**src/sv/cfr_pkg.sv**
```systemverilog
// Shared types, constants and register codes of the checksummed frame receiver.
package cfr_pkg;

    localparam int PAYLOAD_BYTES_DEF = 8;

    localparam int BYTE_W    = 8;
    localparam int SUM_W     = 16;
    localparam int CFG_IDX_W = 3;
    localparam int CODE_W    = 4;

    // Stream payload widths
    localparam int S_TDATA_W = 16;
    localparam int M_TDATA_W = 48;
    localparam int M_TUSER_W = 2;

    // Configuration register indexes
    localparam logic [CFG_IDX_W-1:0] REG_HEADER_FIRST  = 3'd0;
    localparam logic [CFG_IDX_W-1:0] REG_HEADER_SECOND = 3'd1;
    localparam logic [CFG_IDX_W-1:0] REG_RECEIVE_ID    = 3'd2;
    localparam logic [CFG_IDX_W-1:0] REG_TAIL_FIRST    = 3'd3;
    localparam logic [CFG_IDX_W-1:0] REG_TAIL_SECOND   = 3'd4;

    // Register reset values
    localparam logic [BYTE_W-1:0] HEADER_FIRST_RST  = 8'hAA;
    localparam logic [BYTE_W-1:0] HEADER_SECOND_RST = 8'hBB;
    localparam logic [BYTE_W-1:0] RECEIVE_ID_RST    = 8'h00;
    localparam logic [BYTE_W-1:0] TAIL_FIRST_RST    = 8'hEE;
    localparam logic [BYTE_W-1:0] TAIL_SECOND_RST   = 8'hFF;

    // Function / subfunction codes
    localparam logic [BYTE_W-1:0] FUNC_DRIVE = 8'h01;
    localparam logic [BYTE_W-1:0] SUB_STATUS = 8'h00;
    localparam logic [BYTE_W-1:0] SUB_FAULT  = 8'h01;

    // Fault codes
    localparam logic [CODE_W-1:0] FAULT_NONE   = 4'd0;
    localparam logic [CODE_W-1:0] FAULT_L2_B0  = 4'd14;
    localparam logic [CODE_W-1:0] FAULT_L2_B1  = 4'd15;
    localparam int                FAULT_L1_BITS = 13;

    typedef enum logic [1:0] {
        KIND_STATUS = 2'd0,
        KIND_FAULT  = 2'd1,
        KIND_OTHER  = 2'd2
    } kind_t;

    typedef struct packed {
        logic [BYTE_W-1:0] header_first;
        logic [BYTE_W-1:0] header_second;
        logic [BYTE_W-1:0] receive_id;
        logic [BYTE_W-1:0] tail_first;
        logic [BYTE_W-1:0] tail_second;
    } cfg_t;

    typedef struct packed {
        kind_t             kind;
        logic [BYTE_W-1:0] func_code;
        logic [BYTE_W-1:0] sub_func;
        logic [15:0]       feedback_speed;
        logic [BYTE_W-1:0] lower_status;
        logic [CODE_W-1:0] fault_code;
    } result_t;

endpackage

```
**src/sv/cfr_fault_enc.sv**
```systemverilog
// Fault code priority encoder for fault frames.
module cfr_fault_enc (
    input  logic [15:0]                lv1,
    input  logic [cfr_pkg::BYTE_W-1:0] lv2,
    input  logic                       fault_latched,
    output logic [cfr_pkg::CODE_W-1:0] fault_code
);
    import cfr_pkg::*;

    logic [CODE_W-1:0] code;

    // lowest set level-one bit wins, then level-two bits
    always_comb begin
        code = FAULT_NONE;
        if (lv2[1]) begin
            code = FAULT_L2_B1;
        end
        if (lv2[0]) begin
            code = FAULT_L2_B0;
        end
        for (int k = FAULT_L1_BITS - 1; k >= 0; k--) begin
            if (lv1[k]) begin
                code = CODE_W'(k + 1);
            end
        end
    end

    assign fault_code = fault_latched ? FAULT_NONE : code;

endmodule

```
**src/sv/cfr_parser.sv**
```systemverilog
// Byte-serial frame parser: phase tracking, checksum, held fields and result build.
module cfr_parser #(
    parameter int PAYLOAD_BYTES = cfr_pkg::PAYLOAD_BYTES_DEF
) (
    input  logic                       aclk,
    input  logic                       aresetn,
    input  logic                       step,
    input  logic [cfr_pkg::BYTE_W-1:0] rx_byte,
    input  logic                       fault_latched,
    input  cfr_pkg::cfg_t              cfg,
    output logic                       frame_done,
    output cfr_pkg::result_t           result
);
    import cfr_pkg::*;

    localparam int CNT_W = $clog2(PAYLOAD_BYTES);

    typedef enum logic [3:0] {
        PH_HUNT  = 4'd0,
        PH_HDR2  = 4'd1,
        PH_ID    = 4'd2,
        PH_FUNC  = 4'd3,
        PH_SUB   = 4'd4,
        PH_DATA  = 4'd5,
        PH_SUMH  = 4'd6,
        PH_SUML  = 4'd7,
        PH_TAIL1 = 4'd8,
        PH_TAIL2 = 4'd9
    } phase_t;

    phase_t             phase_reg, phase_next;
    logic [CNT_W-1:0]   count_reg;
    logic [SUM_W-1:0]   sum_reg;
    logic [BYTE_W-1:0]  sum_hi_reg;
    logic [BYTE_W-1:0]  func_reg;
    logic [BYTE_W-1:0]  sub_reg;
    logic [15:0]        speed_reg;
    logic [BYTE_W-1:0]  status_reg;
    // only data0, data1 and data3 are ever read
    logic [BYTE_W-1:0]  data0_reg, data1_reg, data3_reg;

    logic [SUM_W-1:0]   sum_add;
    logic               is_status, is_fault;
    logic [CODE_W-1:0]  code;

    assign sum_add = sum_reg + SUM_W'(rx_byte);

    always_comb begin
        phase_next = PH_HUNT;
        unique case (phase_reg)
            PH_HUNT:  phase_next = (rx_byte == cfg.header_first) ? PH_HDR2 : PH_HUNT;
            PH_HDR2:  phase_next = (rx_byte == cfg.header_second) ? PH_ID : PH_HUNT;
            PH_ID:    phase_next = (rx_byte == cfg.receive_id) ? PH_FUNC : PH_HUNT;
            PH_FUNC:  phase_next = PH_SUB;
            PH_SUB:   phase_next = PH_DATA;
            PH_DATA:  phase_next = (count_reg == CNT_W'(PAYLOAD_BYTES - 1)) ? PH_SUMH
                                                                          : PH_DATA;
            PH_SUMH:  phase_next = PH_SUML;
            PH_SUML:  phase_next = ({sum_hi_reg, rx_byte} == sum_reg) ? PH_TAIL1 : PH_HUNT;
            PH_TAIL1: phase_next = (rx_byte == cfg.tail_first) ? PH_TAIL2 : PH_HUNT;
            PH_TAIL2: phase_next = PH_HUNT;
            default:  phase_next = PH_HUNT;
        endcase
    end

    assign frame_done = (phase_reg == PH_TAIL2) && (rx_byte == cfg.tail_second);

    always_ff @(posedge aclk) begin
        if (!aresetn) begin
            phase_reg  <= PH_HUNT;
            count_reg  <= '0;
            sum_reg    <= '0;
            sum_hi_reg <= '0;
            func_reg   <= '0;
            sub_reg    <= '0;
            speed_reg  <= '0;
            status_reg <= '0;
        end else if (step) begin
            phase_reg <= phase_next;
            unique case (phase_reg)
                PH_ID:   sum_reg <= SUM_W'(rx_byte);
                PH_FUNC: begin
                    func_reg <= rx_byte;
                    sum_reg  <= sum_add;
                end
                PH_SUB: begin
                    sub_reg   <= rx_byte;
                    sum_reg   <= sum_add;
                    count_reg <= '0;
                end
                PH_DATA: begin
                    sum_reg   <= sum_add;
                    count_reg <= count_reg + CNT_W'(1);
                end
                PH_SUMH: sum_hi_reg <= rx_byte;
                PH_TAIL2: begin
                    if (frame_done && is_status) begin
                        speed_reg  <= {data0_reg, data1_reg};
                        status_reg <= data3_reg;
                    end
                end
                default: ;
            endcase
        end
    end

    // payload bytes, no reset
    always_ff @(posedge aclk) begin
        if (step && phase_reg == PH_DATA) begin
            if (count_reg == CNT_W'(0)) data0_reg <= rx_byte;
            if (count_reg == CNT_W'(1)) data1_reg <= rx_byte;
            if (count_reg == CNT_W'(3)) data3_reg <= rx_byte;
        end
    end

    assign is_status = (func_reg == FUNC_DRIVE) && (sub_reg == SUB_STATUS);
    assign is_fault  = (func_reg == FUNC_DRIVE) && (sub_reg == SUB_FAULT);

    cfr_fault_enc u_fault_enc (
        .lv1           ({data0_reg, data1_reg}),
        .lv2           (data3_reg),
        .fault_latched (fault_latched),
        .fault_code    (code)
    );

    always_comb begin
        result.func_code = func_reg;
        result.sub_func  = sub_reg;
        if (is_status) begin
            result.kind           = KIND_STATUS;
            result.feedback_speed = {data0_reg, data1_reg};
            result.lower_status   = data3_reg;
            result.fault_code     = FAULT_NONE;
        end else begin
            result.kind           = is_fault ? KIND_FAULT : KIND_OTHER;
            result.feedback_speed = speed_reg;
            result.lower_status   = status_reg;
            result.fault_code     = is_fault ? code : FAULT_NONE;
        end
    end

endmodule

```
**src/sv/checksummed_frame_receiver_top.sv**
```systemverilog
// Top level of the checksummed frame receiver: stream ports, config registers, I/O stages.
//
//  channel   | direction | handshake         | contents
//  ----------+-----------+-------------------+------------------------------------------
//  s_*       | in        | s_tvalid/s_tready | one received byte + fault-latched flag
//  m_*       | out       | m_tvalid/m_tready | one result per valid frame, kind in tuser
//  cfg_*     | in        | cfg_we            | header, ID and tail bytes, no read-back
//
//  One byte per clock sustained, unless the output stall described below holds it. A
//  byte is held in the input register, parsed by short logic and, on the second tail
//  byte of a good frame, registered in the output register as the result.
//  Reset is synchronous, active low; parser goes back to the header hunt and config
//  registers take their defaults. A stalled output blocks the input only when the
//  byte in the input register completes a frame and the output register is full.
module checksummed_frame_receiver_top #(
    parameter int PAYLOAD_BYTES = cfr_pkg::PAYLOAD_BYTES_DEF
) (
    input  logic                          aclk,
    input  logic                          aresetn,
    // input stream
    input  logic                          s_tvalid,
    output logic                          s_tready,
    input  logic [cfr_pkg::S_TDATA_W-1:0] s_tdata,  // [7:0] rx_byte, [8] fault_latched
    // result stream
    output logic                          m_tvalid,
    input  logic                          m_tready,
    // [7:0] func_code, [15:8] sub_func, [31:16] feedback_speed,
    // [39:32] lower_status, [43:40] fault_code
    output logic [cfr_pkg::M_TDATA_W-1:0] m_tdata,
    output logic [cfr_pkg::M_TUSER_W-1:0] m_tuser,  // [1:0] frame_kind
    // configuration writes
    input  logic                          cfg_we,
    input  logic [cfr_pkg::CFG_IDX_W-1:0] cfg_index,
    input  logic [cfr_pkg::BYTE_W-1:0]    cfg_wdata
);
    import cfr_pkg::*;

    cfg_t              cfg_reg;

    // input register
    logic              in_valid_reg;
    logic [BYTE_W-1:0] in_byte_reg;
    logic              in_latched_reg;

    // output register
    logic              out_valid_reg;
    result_t           out_res_reg;

    logic              frame_done;
    result_t           result;
    logic              out_free;
    logic              step;
    logic              s_xfer;

    // config registers
    always_ff @(posedge aclk) begin
        if (!aresetn) begin
            cfg_reg.header_first  <= HEADER_FIRST_RST;
            cfg_reg.header_second <= HEADER_SECOND_RST;
            cfg_reg.receive_id    <= RECEIVE_ID_RST;
            cfg_reg.tail_first    <= TAIL_FIRST_RST;
            cfg_reg.tail_second   <= TAIL_SECOND_RST;
        end else if (cfg_we) begin
            unique case (cfg_index)
                REG_HEADER_FIRST:  cfg_reg.header_first  <= cfg_wdata;
                REG_HEADER_SECOND: cfg_reg.header_second <= cfg_wdata;
                REG_RECEIVE_ID:    cfg_reg.receive_id    <= cfg_wdata;
                REG_TAIL_FIRST:    cfg_reg.tail_first    <= cfg_wdata;
                REG_TAIL_SECOND:   cfg_reg.tail_second   <= cfg_wdata;
                default: ;  // indexes past the list are dropped
            endcase
        end
    end

    // held byte advances unless it completes a frame while the result slot is busy
    assign out_free = !out_valid_reg || m_tready;
    assign step     = in_valid_reg && (!frame_done || out_free);
    assign s_tready = !in_valid_reg || step;
    assign s_xfer   = s_tvalid && s_tready;

    always_ff @(posedge aclk) begin
        if (!aresetn) begin
            in_valid_reg <= 1'b0;
        end else if (s_xfer) begin
            in_valid_reg <= 1'b1;
        end else if (step) begin
            in_valid_reg <= 1'b0;
        end
    end

    always_ff @(posedge aclk) begin
        if (s_xfer) begin
            in_byte_reg    <= s_tdata[BYTE_W-1:0];
            in_latched_reg <= s_tdata[BYTE_W];
        end
    end

    cfr_parser #(
        .PAYLOAD_BYTES (PAYLOAD_BYTES)
    ) u_parser (
        .aclk          (aclk),
        .aresetn       (aresetn),
        .step          (step),
        .rx_byte       (in_byte_reg),
        .fault_latched (in_latched_reg),
        .cfg           (cfg_reg),
        .frame_done    (frame_done),
        .result        (result)
    );

    // result register
    always_ff @(posedge aclk) begin
        if (!aresetn) begin
            out_valid_reg <= 1'b0;
        end else if (step && frame_done) begin
            out_valid_reg <= 1'b1;
        end else if (m_tready) begin
            out_valid_reg <= 1'b0;
        end
    end

    always_ff @(posedge aclk) begin
        if (step && frame_done) begin
            out_res_reg <= result;
        end
    end

    assign m_tvalid = out_valid_reg;
    assign m_tuser  = out_res_reg.kind;
    assign m_tdata  = {4'b0000,
                       out_res_reg.fault_code,
                       out_res_reg.lower_status,
                       out_res_reg.feedback_speed,
                       out_res_reg.sub_func,
                       out_res_reg.func_code};

endmodule

```
**config.mk**
```make
export PLATFORM = sky130hd
export DESIGN_NAME = checksummed_frame_receiver_top
export DESIGN_NICKNAME = d
export VERILOG_FILES = /design/src/sv/cfr_pkg.sv /design/src/sv/cfr_fault_enc.sv /design/src/sv/cfr_parser.sv /design/src/sv/checksummed_frame_receiver_top.sv
export SDC_FILE = /design/constraint.sdc
export NUM_CORES = 1
export LEC_CHECK = 0
export ABC_CLOCK_PERIOD_IN_PS = 4340
export BUFFER_PORTS_ARGS = -buffer_cell sky130_fd_sc_hd__buf_4
export CAP_MARGIN = 5
export CORE_ASPECT_RATIO = 0.5
export CORE_MARGIN = 3
export CORE_UTILIZATION = 40
export DETAILED_ROUTE_END_ITERATION = 10
export PLACE_DENSITY = 0.67
export SLEW_MARGIN = 0
export SYNTH_ARGS = -nofsm -noshare
export SYNTH_HDL_FRONTEND = slang
export SYNTH_HIERARCHICAL = 1
export SYNTH_SLANG_ARGS = --single-unit
export TNS_END_PERCENT = 10
```
**constraint.sdc**
```tcl
create_clock -name aclk -period 4.34 [get_ports aclk]
set_clock_uncertainty 0.2 [all_clocks]
set_input_delay 0.217 -clock aclk [delete_from_list [all_inputs] [get_ports aclk]]
set_output_delay 0.217 -clock aclk [all_outputs]
set_load 0.01 [all_outputs]
```
### Yosys cells after proc, flatten, opt, wreduce, memory -nomap -nowiden

Index checks and enable logic that the tools add are counted.
Widths: inputs -> output; s select.

* flip-flop bits (word level): 192
* input port bits: 32
* output and inout bits: 52
* logic and storage cells: 129

* equal/unequal tests: 24
* mux-type cells: 32
* reductions and logical operators: 41
* bitwise gates (word level): 1
* add/subtract/negate cells: 2

Operators by type and width (count)
* $mux 4: 19
* $eq 8x8->1: 5
* $pmux 4 s9: 1
* $pmux 16 s2: 1
* $mux 28: 1
* $reduce_and 2->1: 13
* $add 16x8->16: 1
* $eq 16x16->1: 1
* $eq 4x3->1 const B: 4
* $eq 8x1->1 const B: 2
* $reduce_or 10->1: 1
* $eq 3x2->1 const B: 3
* $eq 4x2->1 const B: 2
* $eq 4x4->1 const B: 2
* $logic_and 1x1->1: 8
* $logic_not 8->1: 1
* $mux 2: 4
* $reduce_bool 2->1: 4
* $eq 3x1->1 const B: 2
* $eq 3x3->1 const B: 2
* $logic_not 3->1: 2
* $pmux 3 s2: 1
* $reduce_or 3->1: 2
* $reduce_or 6->1: 1
* 9 further kinds: 17

### Logic depth before layout (Yosys ltp)

Gate-level depths: netlist of run 1.

* depth in word-level cells: 18
* gate-level depth with buffers: 12
* gate-level depth less buffers: 9

### By module

The synthesis of run 1 kept the hierarchy.

Modules (own cells, without submodules)
* cfr_parser: cells each 601, times used 1, area an instance 5166.2 um2, sequential area each 2142.1 um2
* checksummed_frame_receiver_top: cells each 226, times used 1, area an instance 3404.5 um2, sequential area each 2492.4 um2
* cfr_fault_enc: cells each 31, times used 1, area an instance 178.9 um2, sequential area each 0.0 um2

### Least setup slack after synthesis of run 1

Ideal clock, no wire load.

* kind: flip-flop to flip-flop
* start point: register in_byte_reg[1]
* end point: register out_res_reg (netlist bit m_tdata[0]) (enable)
* data arrival time: 3.313 ns
* clock period less this slack: 3.963 ns
* required time: 3.691 ns
* path slack: 0.377 ns
* setup time: 0.449 ns
* buffers on the path: 1
* stages on the path, launching flop included: 7
* cell sequence: edfxtp_1 -> buf_2 -> xnor2_1 -> nand4_1 -> nor3_1 -> nand2_1 -> nor2_1

* word-level cells in the longest chain between the ends: 6

Ends and longest elaborated chain
* start: declaration: line checksummed_frame_receiver_top.sv:42 `logic [BYTE_W-1:0] in_byte_reg;`
* start signal: assignment: line checksummed_frame_receiver_top.sv:93 `in_byte_reg <= s_tdata[BYTE_W-1:0];`
* $eq 8x8->1 *: line cfr_parser.sv:66 `assign frame_done = (phase_reg == PH_TAIL2) && (rx_byte == cfg.tail_second);`
* $logic_and 1x1->1 *: line cfr_parser.sv:66
* net frame_done: line checksummed_frame_receiver_top.sv:49 `logic frame_done;`
* $logic_not 1->1: line checksummed_frame_receiver_top.sv:77 `assign step = in_valid_reg && (!frame_done || out_free);`
* $logic_or 1x1->1: line checksummed_frame_receiver_top.sv:77
* $logic_and 1x1->1: line checksummed_frame_receiver_top.sv:77
* $logic_and 1x1->1 *: line checksummed_frame_receiver_top.sv:123 `if (step && frame_done) begin`
* end signal: assignment: line checksummed_frame_receiver_top.sv:124 `out_res_reg <= result;`
* end: declaration: line checksummed_frame_receiver_top.sv:47 `result_t out_res_reg;`

Mark *: on every way through the listed nets, which the timed path passes. The rest lies on a longest branch.
A chain may end at the register's enable or synchronous reset.

### Worst setup path after layout of run 1

* start point: register u_parser.phase_reg[2]
* end point: register u_parser.sum_reg[11]

* word-level cells in the longest chain between the ends: 6
* elaborated cells on any way between the ends: 13
* those cells by class: eq/ne (5); mux (1); reduce/logical (7)

Ends and longest elaborated chain
* start: declaration: line cfr_parser.sv:31 `phase_t phase_reg, phase_next;`
* start signal: assignment: line cfr_parser.sv:79 `phase_reg <= phase_next;`
* $eq 4x4->1: line cfr_parser.sv:66
* $logic_and 1x1->1: line cfr_parser.sv:66
* net frame_done: line checksummed_frame_receiver_top.sv:49
* $logic_not 1->1: line checksummed_frame_receiver_top.sv:77
* $logic_or 1x1->1: line checksummed_frame_receiver_top.sv:77
* $logic_and 1x1->1: line checksummed_frame_receiver_top.sv:77
* net step: line checksummed_frame_receiver_top.sv:52 `logic step;`
* $reduce_and 2->1 (no line)
* end signal: assignment: line cfr_parser.sv:84 `sum_reg <= sum_add;`
* end signal: assignment: line cfr_parser.sv:88 `sum_reg <= sum_add;`
* end signal: assignment: line cfr_parser.sv:92 `sum_reg <= sum_add;`
* end: declaration: line cfr_parser.sv:33 `logic [SUM_W-1:0] sum_reg;`

The timed path passes the listed nets, and every way through them passes these cells.

==> flow_metrics.env, run 1 <==
export IMPL_status="finished clean"
export IMPL_drc=0
export IMPL_wl_per_cell_um=16.2
export IMPL_placementRows=37
export IMPL_grt_overflow=0
export IMPL_final_instance_count_excl_fill=1242
export IMPL_cts_resized_gates=0
export IMPL_cp_max_fo=16
export IMPL_cts_root_buf="clkbuf_16"
export IMPL_fmaxAchievable_ghz=0.301
export IMPL_finalSetupViolCount=0
export IMPL_grt_total_usage_pct=16.9
export IMPL_synth_top_cell_area_share_pct=27.1
export IMPL_cp_start_kind="register"
export IMPL_core_area_um2=21000
export IMPL_synth_edf_count=79
export IMPL_async_flop_share_pct=0
export IMPL_hold_violations=0
export IMPL_power_uw=3700
export IMPL_yosys_area_share_adder_pct=2.09
export IMPL_io_pins=84
export IMPL_die_h_um=111
export IMPL_wl_met1_um=9620
export IMPL_rsz0062_at_grt="false"
export IMPL_portBuffers=72
export IMPL_synth_warnings=6
export IMPL_tightest_slew_ps=1150
export IMPL_clk_pin_slew_ps=80
export IMPL_fp_dieArea_um2=23800
export IMPL_place_congestion=0.811
export IMPL_grt_max_degree=70
export IMPL_synth_compound_area_share_pct=10.5
export IMPL_cts_tree="built"
export IMPL_dr_wl_met2_um=9200
export IMPL_syn_area_um2=8750
export IMPL_clockBufferDepth=2
export IMPL_nNetsFinal=983
export IMPL_ys_flop_type="dfxtp_1"
export IMPL_synth_xor_area_share_pct=6.01
export IMPL_synth_simple_gate_area_share_pct=18.3
export IMPL_routed_wl_um=20100
export IMPL_cp_data_required_time_ps=4500
export IMPL_wl_met3_um=911
export IMPL_synth_area_per_cell_um2=10.2
export IMPL_slew_headroom_pct=23.2
export IMPL_worstSetupPathType="register to register"
export IMPL_largest_register_ffs=44
export IMPL_post_cts_repair_setup_buffers=0
export IMPL_grt_pass1_vias=6055
export IMPL_synth_cell_types=69
export IMPL_drive_above_1_share_pct=15.3
export IMPL_p_leak_uw=0.00386
export IMPL_synthTopCellsByArea="edfxtp_1, dfxtp_1, mux2i_1"
export IMPL_cellPowerDensity_nw_per_um2=358
export IMPL_synthToLayoutAreaGrowth_pct=18.1
export IMPL_final_util_pct=49.2
export IMPL_ys_seq_elements=192
export IMPL_antenna_found_initial=0
export IMPL_finalCritPeriodShare_pct=76.6
export IMPL_ys_seq_area_share_pct=53.0
export IMPL_diodes=0
export IMPL_initial_core_util_pct=41.6
export IMPL_drtIter0Drc=588
export IMPL_cts_sinks=192
export IMPL_synth_area_mux_share_pct=6.19
export IMPL_placed_area_um2=9540
export IMPL_dp_cells=1188
export IMPL_period_minus_slack_ps=3320
export IMPL_arrival_ps=3490
export IMPL_grt_pass1_wl_um=32300
export IMPL_synthCells=858
export IMPL_vdd_ir_drop_max_mv=0.208
export IMPL_post_dp_hpwl_um=13500
export IMPL_cts_buffers=17
export IMPL_fp_dieW_um=215
export IMPL_routed_top_layer="met4"
export IMPL_maxCapViolations=0
export IMPL_insertion_delay_ps=440
export IMPL_hp_class="input pin to register"
export IMPL_drtPass1Iterations=5
export IMPL_avgViaCountPerCell=5.10
export IMPL_yosys_area_top_type="edfxtp_1"
export IMPL_tns_ps=0
export IMPL_finalInstanceArea_um2=10300
export IMPL_synth_top_family_by_area="simple AND/OR/NAND/NOR gates"
export IMPL_slew_viol_final=0
export IMPL_cts_htree_levels=4
export IMPL_ant_nets=0
export IMPL_vias=6340
export IMPL_end_kind="register"
-- layout make-up --
type	instances	area, µm²
timing repair buffer	113	903
fill	1912	10700
multi-input combinational	599	3800
inverter	14	52.6
tap	292	365
sequential	192	4630
clock inverter	13	145
clock buffer	19	433
-- cell families (layout without fill, tap and decap cells) --
logic type                 count (synthesis)  in the layout
AOI/OAI and AO/OA                        155            155
xor gates and xnor gates                  57             57
adders and majority gates                 14             14
buffers and inverters                     70            159
DFF                                      192            192
muxes                                     54             54
other                                      1              4
and+or+nand+nor                          315            315
-- worst paths after layout --
kind                         startpoint                   end  slack [ps]  cells past startpoint
setup / recovery  u_parser/phase_reg[2]  u_parser/sum_reg[11]        1020                     11
hold / removal             cfg_index[0]           cfg_reg[22]          90                      4
setup reg to reg  u_parser/phase_reg[2]  u_parser/sum_reg[11]        1020                     11
hold reg to reg    u_parser/func_reg[0]            m_tdata[0]         250                      0
-- layer usage --
layer / GRT usage [%] / vias to the layer above
met2: 26.6 / 128
li1: - / 3166
met3: 3.35 / 22
met4: 5.06 / 0
met5: 0 / -
met1: 23.6 / 3024
-- repair_timing --
item	in CTS	in global routing
endpoints found under the hold margin	51	0
hold buffers	22	0
endpoints found under the setup margin	0	0
-- layout by cell type (no fill, tap or decap), types with 14 or more instances in the layout --
cell and instances:
edfxtp_1 79, o21ai_0 36, a21oi_1 61, buf_4 91, clkbuf_16 17, nor2_1 37
dfxtp_1 113, inv_1 14, dlygate4sd3_1 22, nand2_1 135, mux2i_1 53, o21ai_1 16
xor2_1 28, nor2b_1 34, xnor2_1 27, nand3_1 33
-- power by group --
part           internal [µW]  switching (µW)  leakage, µW  total [µW]
Sequential              1890            19.1      0.00160        1910
Combinational            101             144      0.00199         245
Clock                    816             735     0.000277        1550
Total                   2810             898      0.00386        3700
-- Yosys cell counts, types with 2 or more instances --
cell type and n:
o2111ai_1 2, nand4bb_1 2, o21a_1 4, a211oi_1 3
a21boi_0 3, clkbuf_1 27, o21ai_1 16, nand2_1 135
or2_2 2, nand4_1 8, a31oi_1 4, nand2b_1 6
buf_2 18, ha_1 13, buf_4 7, nor2_1 39
xor2_1 28, nand3b_1 3, edfxtp_1 79, a21o_1 2
o211ai_1 6, o21ai_0 36, mux2i_1 53, or3_1 2
or2b_1 2, a21oi_1 61, inv_1 14, dfxtp_1 113
and2_1 5, nor2b_1 34, a2111o_1 3, xnor2_1 27
nand3_1 33, buf_6 4, nor3b_1 2, nor4_4 2
nor3_1 13, o21ai_2 5, nor4_1 12
-- critical path, cell delays in order (launching register included) --
cell	delay, ps
dfxtp_1	420
nor3b_4	300
nand4_4	170
nor3_1	540
a21boi_0	210
buf_4	210
nand2b_1	80
buf_4	210
or2_2	190
o21ai_1	210
a2111o_1	420
o21ai_0	80
-- metrics by stage --
stage | setup WS [ps] | hold slack, ps
after detailed placement | 1080 | 198
after global routing | 728 | 119
final | 1020 | 94.2
after global placement | 1140 | 198
after floorplan | 377 | 116
after CTS | 1040 | 86.6
No activity file was read; power rests on OpenSTA's default activity.
==> run 2, diff against run 1 <==
--- a/config.mk
+++ b/config.mk
@@ -5,7 +5,7 @@
 export SDC_FILE = /design/constraint.sdc
 export NUM_CORES = 1
 export LEC_CHECK = 0
-export ABC_CLOCK_PERIOD_IN_PS = 4340
+export ABC_CLOCK_PERIOD_IN_PS = 3350
 export BUFFER_PORTS_ARGS = -buffer_cell sky130_fd_sc_hd__buf_4
 export CAP_MARGIN = 5
 export CORE_ASPECT_RATIO = 0.5
==> constraint.sdc (replaced) <==
create_clock -name aclk -period 3.35 [get_ports aclk]
set_clock_uncertainty 0.2 [all_clocks]
set_input_delay 0.1675 -clock aclk [delete_from_list [all_inputs] [get_ports aclk]]
set_output_delay 0.1675 -clock aclk [all_outputs]
set_load 0.01 [all_outputs]
==> run 2 against run 1 <==
Net effect:
- global-route usage increased by 0.55 points
- register-to-register slack worse by 760 ps
- count of clock-buffer cells in the layout increased by 2
- sequential share of layout area decreased by 0.69 points
- wire length rose by 1.5%
- worst setup slack got worse by 760 ps
- worst hold slack lost 38 ps
- flip-flop and latch count is the same
- design area up 1.6%
- fmax grew 7.4%
- clock power rose by 30%
- utilization rose by 0.77 points
- critical path type unchanged
- critical endpoint is now u_parser/sub_reg[1]
==> flow_metrics.env, run 2 (synthesis gave the netlist of run 1 again) <==
export IMPL_status="finished clean"
export IMPL_portBuffers=72
export IMPL_core_area_um2=21000
export IMPL_fp_dieArea_um2=23800
export IMPL_tightest_slew_ps=627
export IMPL_clk_pin_slew_ps=70
export IMPL_placed_area_um2=9600
export IMPL_finalCritPeriodShare_pct=92.4
export IMPL_period_minus_slack_ps=3090
export IMPL_die_h_um=111
export IMPL_vias=6509
export IMPL_io_pins=84
export IMPL_cp_start_kind="register"
export IMPL_grt_overflow=0
export IMPL_ant_nets=0
export IMPL_fillers=1911
export IMPL_diodes=0
export IMPL_maxCapViolations=0
export IMPL_initial_core_util_pct=41.6
export IMPL_fmaxAchievable_ghz=0.323
export IMPL_r2r_start="in_byte_reg[5]"
export IMPL_fp_dieW_um=215
export IMPL_hold_path_startpoint="cfg_index[0]"
export IMPL_p_leak_uw=0.00395
export IMPL_cts_root_buf="clkbuf_16"
export IMPL_hold_violations=0
export IMPL_hp_class="input pin to register"
export IMPL_worstSetupPathType="register to register"
export IMPL_placementRows=37
export IMPL_cts_htree_levels=4
export IMPL_grt_max_degree=49
export IMPL_routed_wl_um=20400
export IMPL_drive_above_1_share_pct=15.8
export IMPL_avgViaCountPerCell=5.17
export IMPL_cp_startpoint="in_byte_reg[5]"
export IMPL_final_cell_mix="nand2_1, dfxtp_1, buf_4"
export IMPL_place_congestion=0.834
export IMPL_drc=0
export IMPL_cp_max_fo=11
export IMPL_cp_data_required_time_ps=3510
export IMPL_critical_path_max_stage_delay_ps=480
export IMPL_grt_total_usage_pct=17.4
export IMPL_cts_sinks=192
export IMPL_slew_headroom_pct=57.9
export IMPL_arrival_ps=3260
export IMPL_finalInstanceArea_um2=10500
export IMPL_rsz0062_at_grt="false"
export IMPL_largest_register_ffs=44
export IMPL_cellPowerDensity_nw_per_um2=459
export IMPL_grt_pass1_wl_um=33400
export IMPL_grt_pass1_vias=6331
export IMPL_post_dp_hpwl_um=13800
export IMPL_insertion_delay_ps=440
export IMPL_layout_commonest_cell="nand2_1"
export IMPL_synthToLayoutAreaGrowth_pct=20.0
export IMPL_vdd_ir_drop_max_mv=0.272
export IMPL_finalSetupViolCount=0
export IMPL_nNetsFinal=999
export IMPL_cts_tree="built"
export IMPL_preCtsSetupSlack_ps=322
export IMPL_clockBufferDepth=2
export IMPL_drtPass1Iterations=5
export IMPL_drtIter0Drc=507
export IMPL_cpMaxStageDelayCell="or2_2"
export IMPL_end_kind="register"
export IMPL_cts_buffers=17
export IMPL_wl_per_cell_um=16.2
export IMPL_worst_slack_ps=255
export IMPL_antenna_found_initial=0
export IMPL_slew_viol_final=0
export IMPL_crit_chain="xnor2_1 -> nand4_1 -> nor3_1 -> buf_4 -> a21boi_0 -> nand2b_1 -> or2_2 -> nor2_1 -> nand2_1 -> a21oi_1"
run 2: final timing paths:
| kind | end | slack (ps) | depth (start not counted) |
|---|---|---|---|
| worst max register to register | u_parser/sub_reg[1] | 260 | 10 |
| worst min-delay path | cfg_reg[22] | 60 | 4 |
| worst min register to register | m_tdata[0] | 250 | 0 |
| worst max-delay path | u_parser/sub_reg[1] | 260 | 10 |
run 2: per-stage QoR:
stage / cells / hold slack, ps / utilization, % / TNS [ps] / total power, µW
6_report: 1258 / 55.9 / 49.9 / 0 / 4820
2_1_floorplan: 861 / 66.4 / - / -91.1 / 2720
3_3_place_gp: 1195 / 150 / 45.7 / 0 / 2820
3_5_place_dp: 1195 / 147 / 45.7 / 0 / 2820
4_1_cts: 1258 / 44.7 / 49.9 / 0 / 4850
5_1_grt: 1258 / 46.8 / 49.9 / 0 / 4990
run 2: final cells by class:
cell class	instances	area [µm²]	share of cell area (%)
clock buffers	21	460	4.39
multi-input cells	599	3800	36.2
inverters	14	52.6	0.501
clock inverters	11	121	1.16
repair buffers	129	1060	10.1
well taps	292	365	3.48
flip-flops and latches	192	4630	44.2
run 2: repair_timing:
item,CTS,global route
hold buffers,31,0
hold endpoints to repair,56,0
resized for setup,0,1
buffers inserted,0,0
setup endpoints to repair,0,8
run 2: critical path: cells and delay by family (launching register included):
kind	cells	cell delay, ps
buf+inv	1	150
compound gates	2	420
simple gates	6	1660
xor+xnor	1	150
flops	1	430
run 2: layer usage:
metal,track usage [%],vias up,wire [µm]
li1,-,3213,-
met1,23.9,3118,9600
met3,4.34,28,960
met5,0,-,0
met2,27.6,150,9410
met4,4.93,0,392
run 2: power breakdown:
group	switching (µW)	total (µW)	internal [µW]	leakage, µW
registers	23.5	2470	2450	0.00160
logic	189	328	139	0.00207
clock network	925	2020	1090	0.000285
==> run 3, diff against run 2 <==
--- a/config.mk
+++ b/config.mk
@@ -11,8 +11,8 @@
 export CORE_ASPECT_RATIO = 0.5
 export CORE_MARGIN = 3
 export CORE_UTILIZATION = 40
+export CTS_BUF_LIST = sky130_fd_sc_hd__clkbuf_16
 export DETAILED_ROUTE_END_ITERATION = 10
-export PLACE_DENSITY = 0.67
 export SLEW_MARGIN = 0
 export SYNTH_ARGS = -nofsm -noshare
 export SYNTH_HDL_FRONTEND = slang
==> run 3 against run 2 <==
Net effect:
- non-clock buffer count shrank 10
- critical path depth shrank 1
- largest power group unchanged
- wire length grew 1.5%
- fmax grew 5.2%
- largest cell class unchanged
- sequential power is essentially flat
- register-to-register slack gained 150 ps
==> flow_metrics.env, run 3 (synthesis gave the netlist of run 1 again) <==
export IMPL_place_congestion=0.838
export IMPL_status="finished clean"
export IMPL_slew_headroom_pct=58.8
export IMPL_post_cts_repair_setup_buffers=0
export IMPL_slew_viol_final=0
export IMPL_r2r_end="u_parser/sum_reg[9]"
export IMPL_cp_start_kind="register"
export IMPL_drc=0
export IMPL_fin_hold_ws_ps=263
export IMPL_dp_cells=1190
export IMPL_fp_dieArea_um2=23800
export IMPL_hold_path_depth=0
export IMPL_hp_class="register to register"
export IMPL_vdd_ir_drop_max_mv=0.293
export IMPL_avgViaCountPerCell=5.17
export IMPL_p_switching_uw=1230
export IMPL_io_pins=84
export IMPL_synthToLayoutAreaGrowth_pct=18.9
export IMPL_tightest_slew_ps=615
export IMPL_antenna_found_initial=0
export IMPL_r2r_slack_ps=410
export IMPL_wl_per_cell_um=16.6
export IMPL_grt_max_degree=49
export IMPL_cts_resized_gates=0
export IMPL_seq_power_share_pct=51.3
export IMPL_cp_max_fo=9
export IMPL_finalCritPeriodShare_pct=87.8
export IMPL_clockBufferDepth=2
export IMPL_period_minus_slack_ps=2940
export IMPL_worstSetupPathType="register to register"
export IMPL_cts_htree_levels=4
export IMPL_fillers=1947
export IMPL_cts_tree="built"
export IMPL_nNetsFinal=989
export IMPL_core_area_um2=21000
export IMPL_arrival_ps=3110
export IMPL_final_util_pct=49.5
export IMPL_hold_path_startpoint="u_parser/func_reg[0]"
export IMPL_clkPwrFrac_pct=42.0
export IMPL_cts_buffers=17
export IMPL_drive_above_1_share_pct=15.5
export IMPL_p_comb_share_pct=6.7
export IMPL_die_h_um=111
export IMPL_ant_nets=0
export IMPL_layout_commonest_cell="nand2_1"
export IMPL_final_cell_mix="nand2_1, dfxtp_1, buf_4"
export IMPL_switching_share_pct=25.6
export IMPL_post_dp_hpwl_um=13800
export IMPL_finalSetupViolCount=0
export IMPL_insertion_delay_ps=440
export IMPL_grt_pass1_vias=6252
export IMPL_drtPass1Iterations=5
export IMPL_hold_end="m_tdata[0]"
export IMPL_ff2ff_path_depth=9
export IMPL_cts_sinks=192
export IMPL_maxCapViolations=0
export IMPL_rsz0062_at_grt="false"
export IMPL_diodes=0
export IMPL_p_leak_uw=0.00390
export IMPL_multiInputGateArea_um2=3800
export IMPL_cellPowerDensity_nw_per_um2=463
export IMPL_initial_core_util_pct=41.6
export IMPL_grt_total_usage_pct=17.5
export IMPL_largest_register_ffs=44
export IMPL_power_uw=4820
export IMPL_r2r_start="u_parser/phase_reg[2]"
export IMPL_hold_violations=0
export IMPL_regArea_um2=4630
export IMPL_placementRows=37
export IMPL_fp_dieW_um=215
export IMPL_clk_pin_slew_ps=80
export IMPL_intPower_uw=3590
export IMPL_fmaxAchievable_ghz=0.340
export IMPL_portBuffers=72
export IMPL_grt_pass1_wl_um=33500
export IMPL_cp_data_required_time_ps=3520
export IMPL_grt_overflow=0
export IMPL_routed_wl_um=20700
export IMPL_vias=6447
export IMPL_drtIter0Drc=427
export IMPL_final_instance_count_excl_fill=1248
export IMPL_cts_root_buf="clkbuf_16"
export IMPL_end_kind="register"
[run 3: cell types whose count changed in the layout (fill, tap and decap cells not counted), moves of 2 or more]
cell,previous run,this run
dlygate4sd3_1,31,26
buf_4,97,93
clkinv_8,0,4
clkbuf_1,2,0
clkbuf_8,2,0
inv_6,4,2
inv_8,3,5
[run 3: repair_timing]
action	in CTS	in global routing
hold endpoints to repair	58	0
endpoints found under the setup margin	0	0
hold buffers	26	0
[run 3: power by group through the flow]
stage          clock [µW]  sequential [µW]  combinational [µW]
5_1_grt              2150             2470                 352
4_1_cts              2060             2470                 323
3_5_place_dp            0             2530                 299
2_1_floorplan           0             2520                 201
6_report             2030             2470                 324
3_3_place_gp            0             2520                 295
[run 3: layout make-up]
cell class | instances | area share [%]
Inverter | 14 | 0.505
Clock buffer | 17 | 4.09
Sequential cell | 192 | 44.5
Timing Repair Buffer | 119 | 9.21
Clock inverter | 15 | 1.61
Tap cell | 292 | 3.51
Multi-Input combinational cell | 599 | 36.5
[run 3: critical path, stage by stage (launching register included)]
cell,delay (ps)
dfxtp_1,420
nor3b_4,320
nand4_4,150
nor3_1,400
a21boi_0,190
nand2b_1,300
or2_2,230
o21ai_1,200
a2111o_1,390
o21ai_0,70
[run 3: worst max path at each step]
| stage | depth (start not counted) | slack, ps | to | start |
|---|---|---|---|---|
| 6_report | 9 | 410 | u_parser/sum_reg[9] | u_parser/phase_reg[2] |
| 5_1_grt | 9 | 230 | u_parser/sum_reg[9] | u_parser/phase_reg[1] |
| 4_1_cts | 9 | 410 | u_parser/sum_reg[9] | u_parser/phase_reg[2] |
| 3_5_place_dp | 9 | 410 | u_parser/sum_reg[11] | u_parser/phase_reg[2] |
| 3_3_place_gp | 9 | 450 | u_parser/sum_reg[9] | u_parser/phase_reg[2] |
| 2_1_floorplan | 10 | -6 | u_parser/data0_reg[0] | in_byte_reg[1] |
[run 3: metal layers]
| metal | vias to the layer above | routed length (µm) | track usage, % |
|---|---|---|---|
| met5 | - | 0 | 0 |
| met1 | 3110 | 10300 | 25.1 |
| li1 | 3181 | - | - |
| met3 | 11 | 889 | 3.16 |
| met4 | 0 | 148 | 3.83 |
| met2 | 145 | 9350 | 27.8 |
[run 3: through the flow]
| stage | setup TNS [ps] | area (µm²) | setup slack (ps) |
|---|---|---|---|
| final | 0 | 10400 | 409 |
| after global placement | 0 | 9550 | 451 |
| after detailed placement | 0 | 9550 | 412 |
| after CTS | 0 | 10400 | 407 |
| after floorplan | -91.1 | 8760 | -5.69 |
| after global routing | 0 | 10400 | 231 |
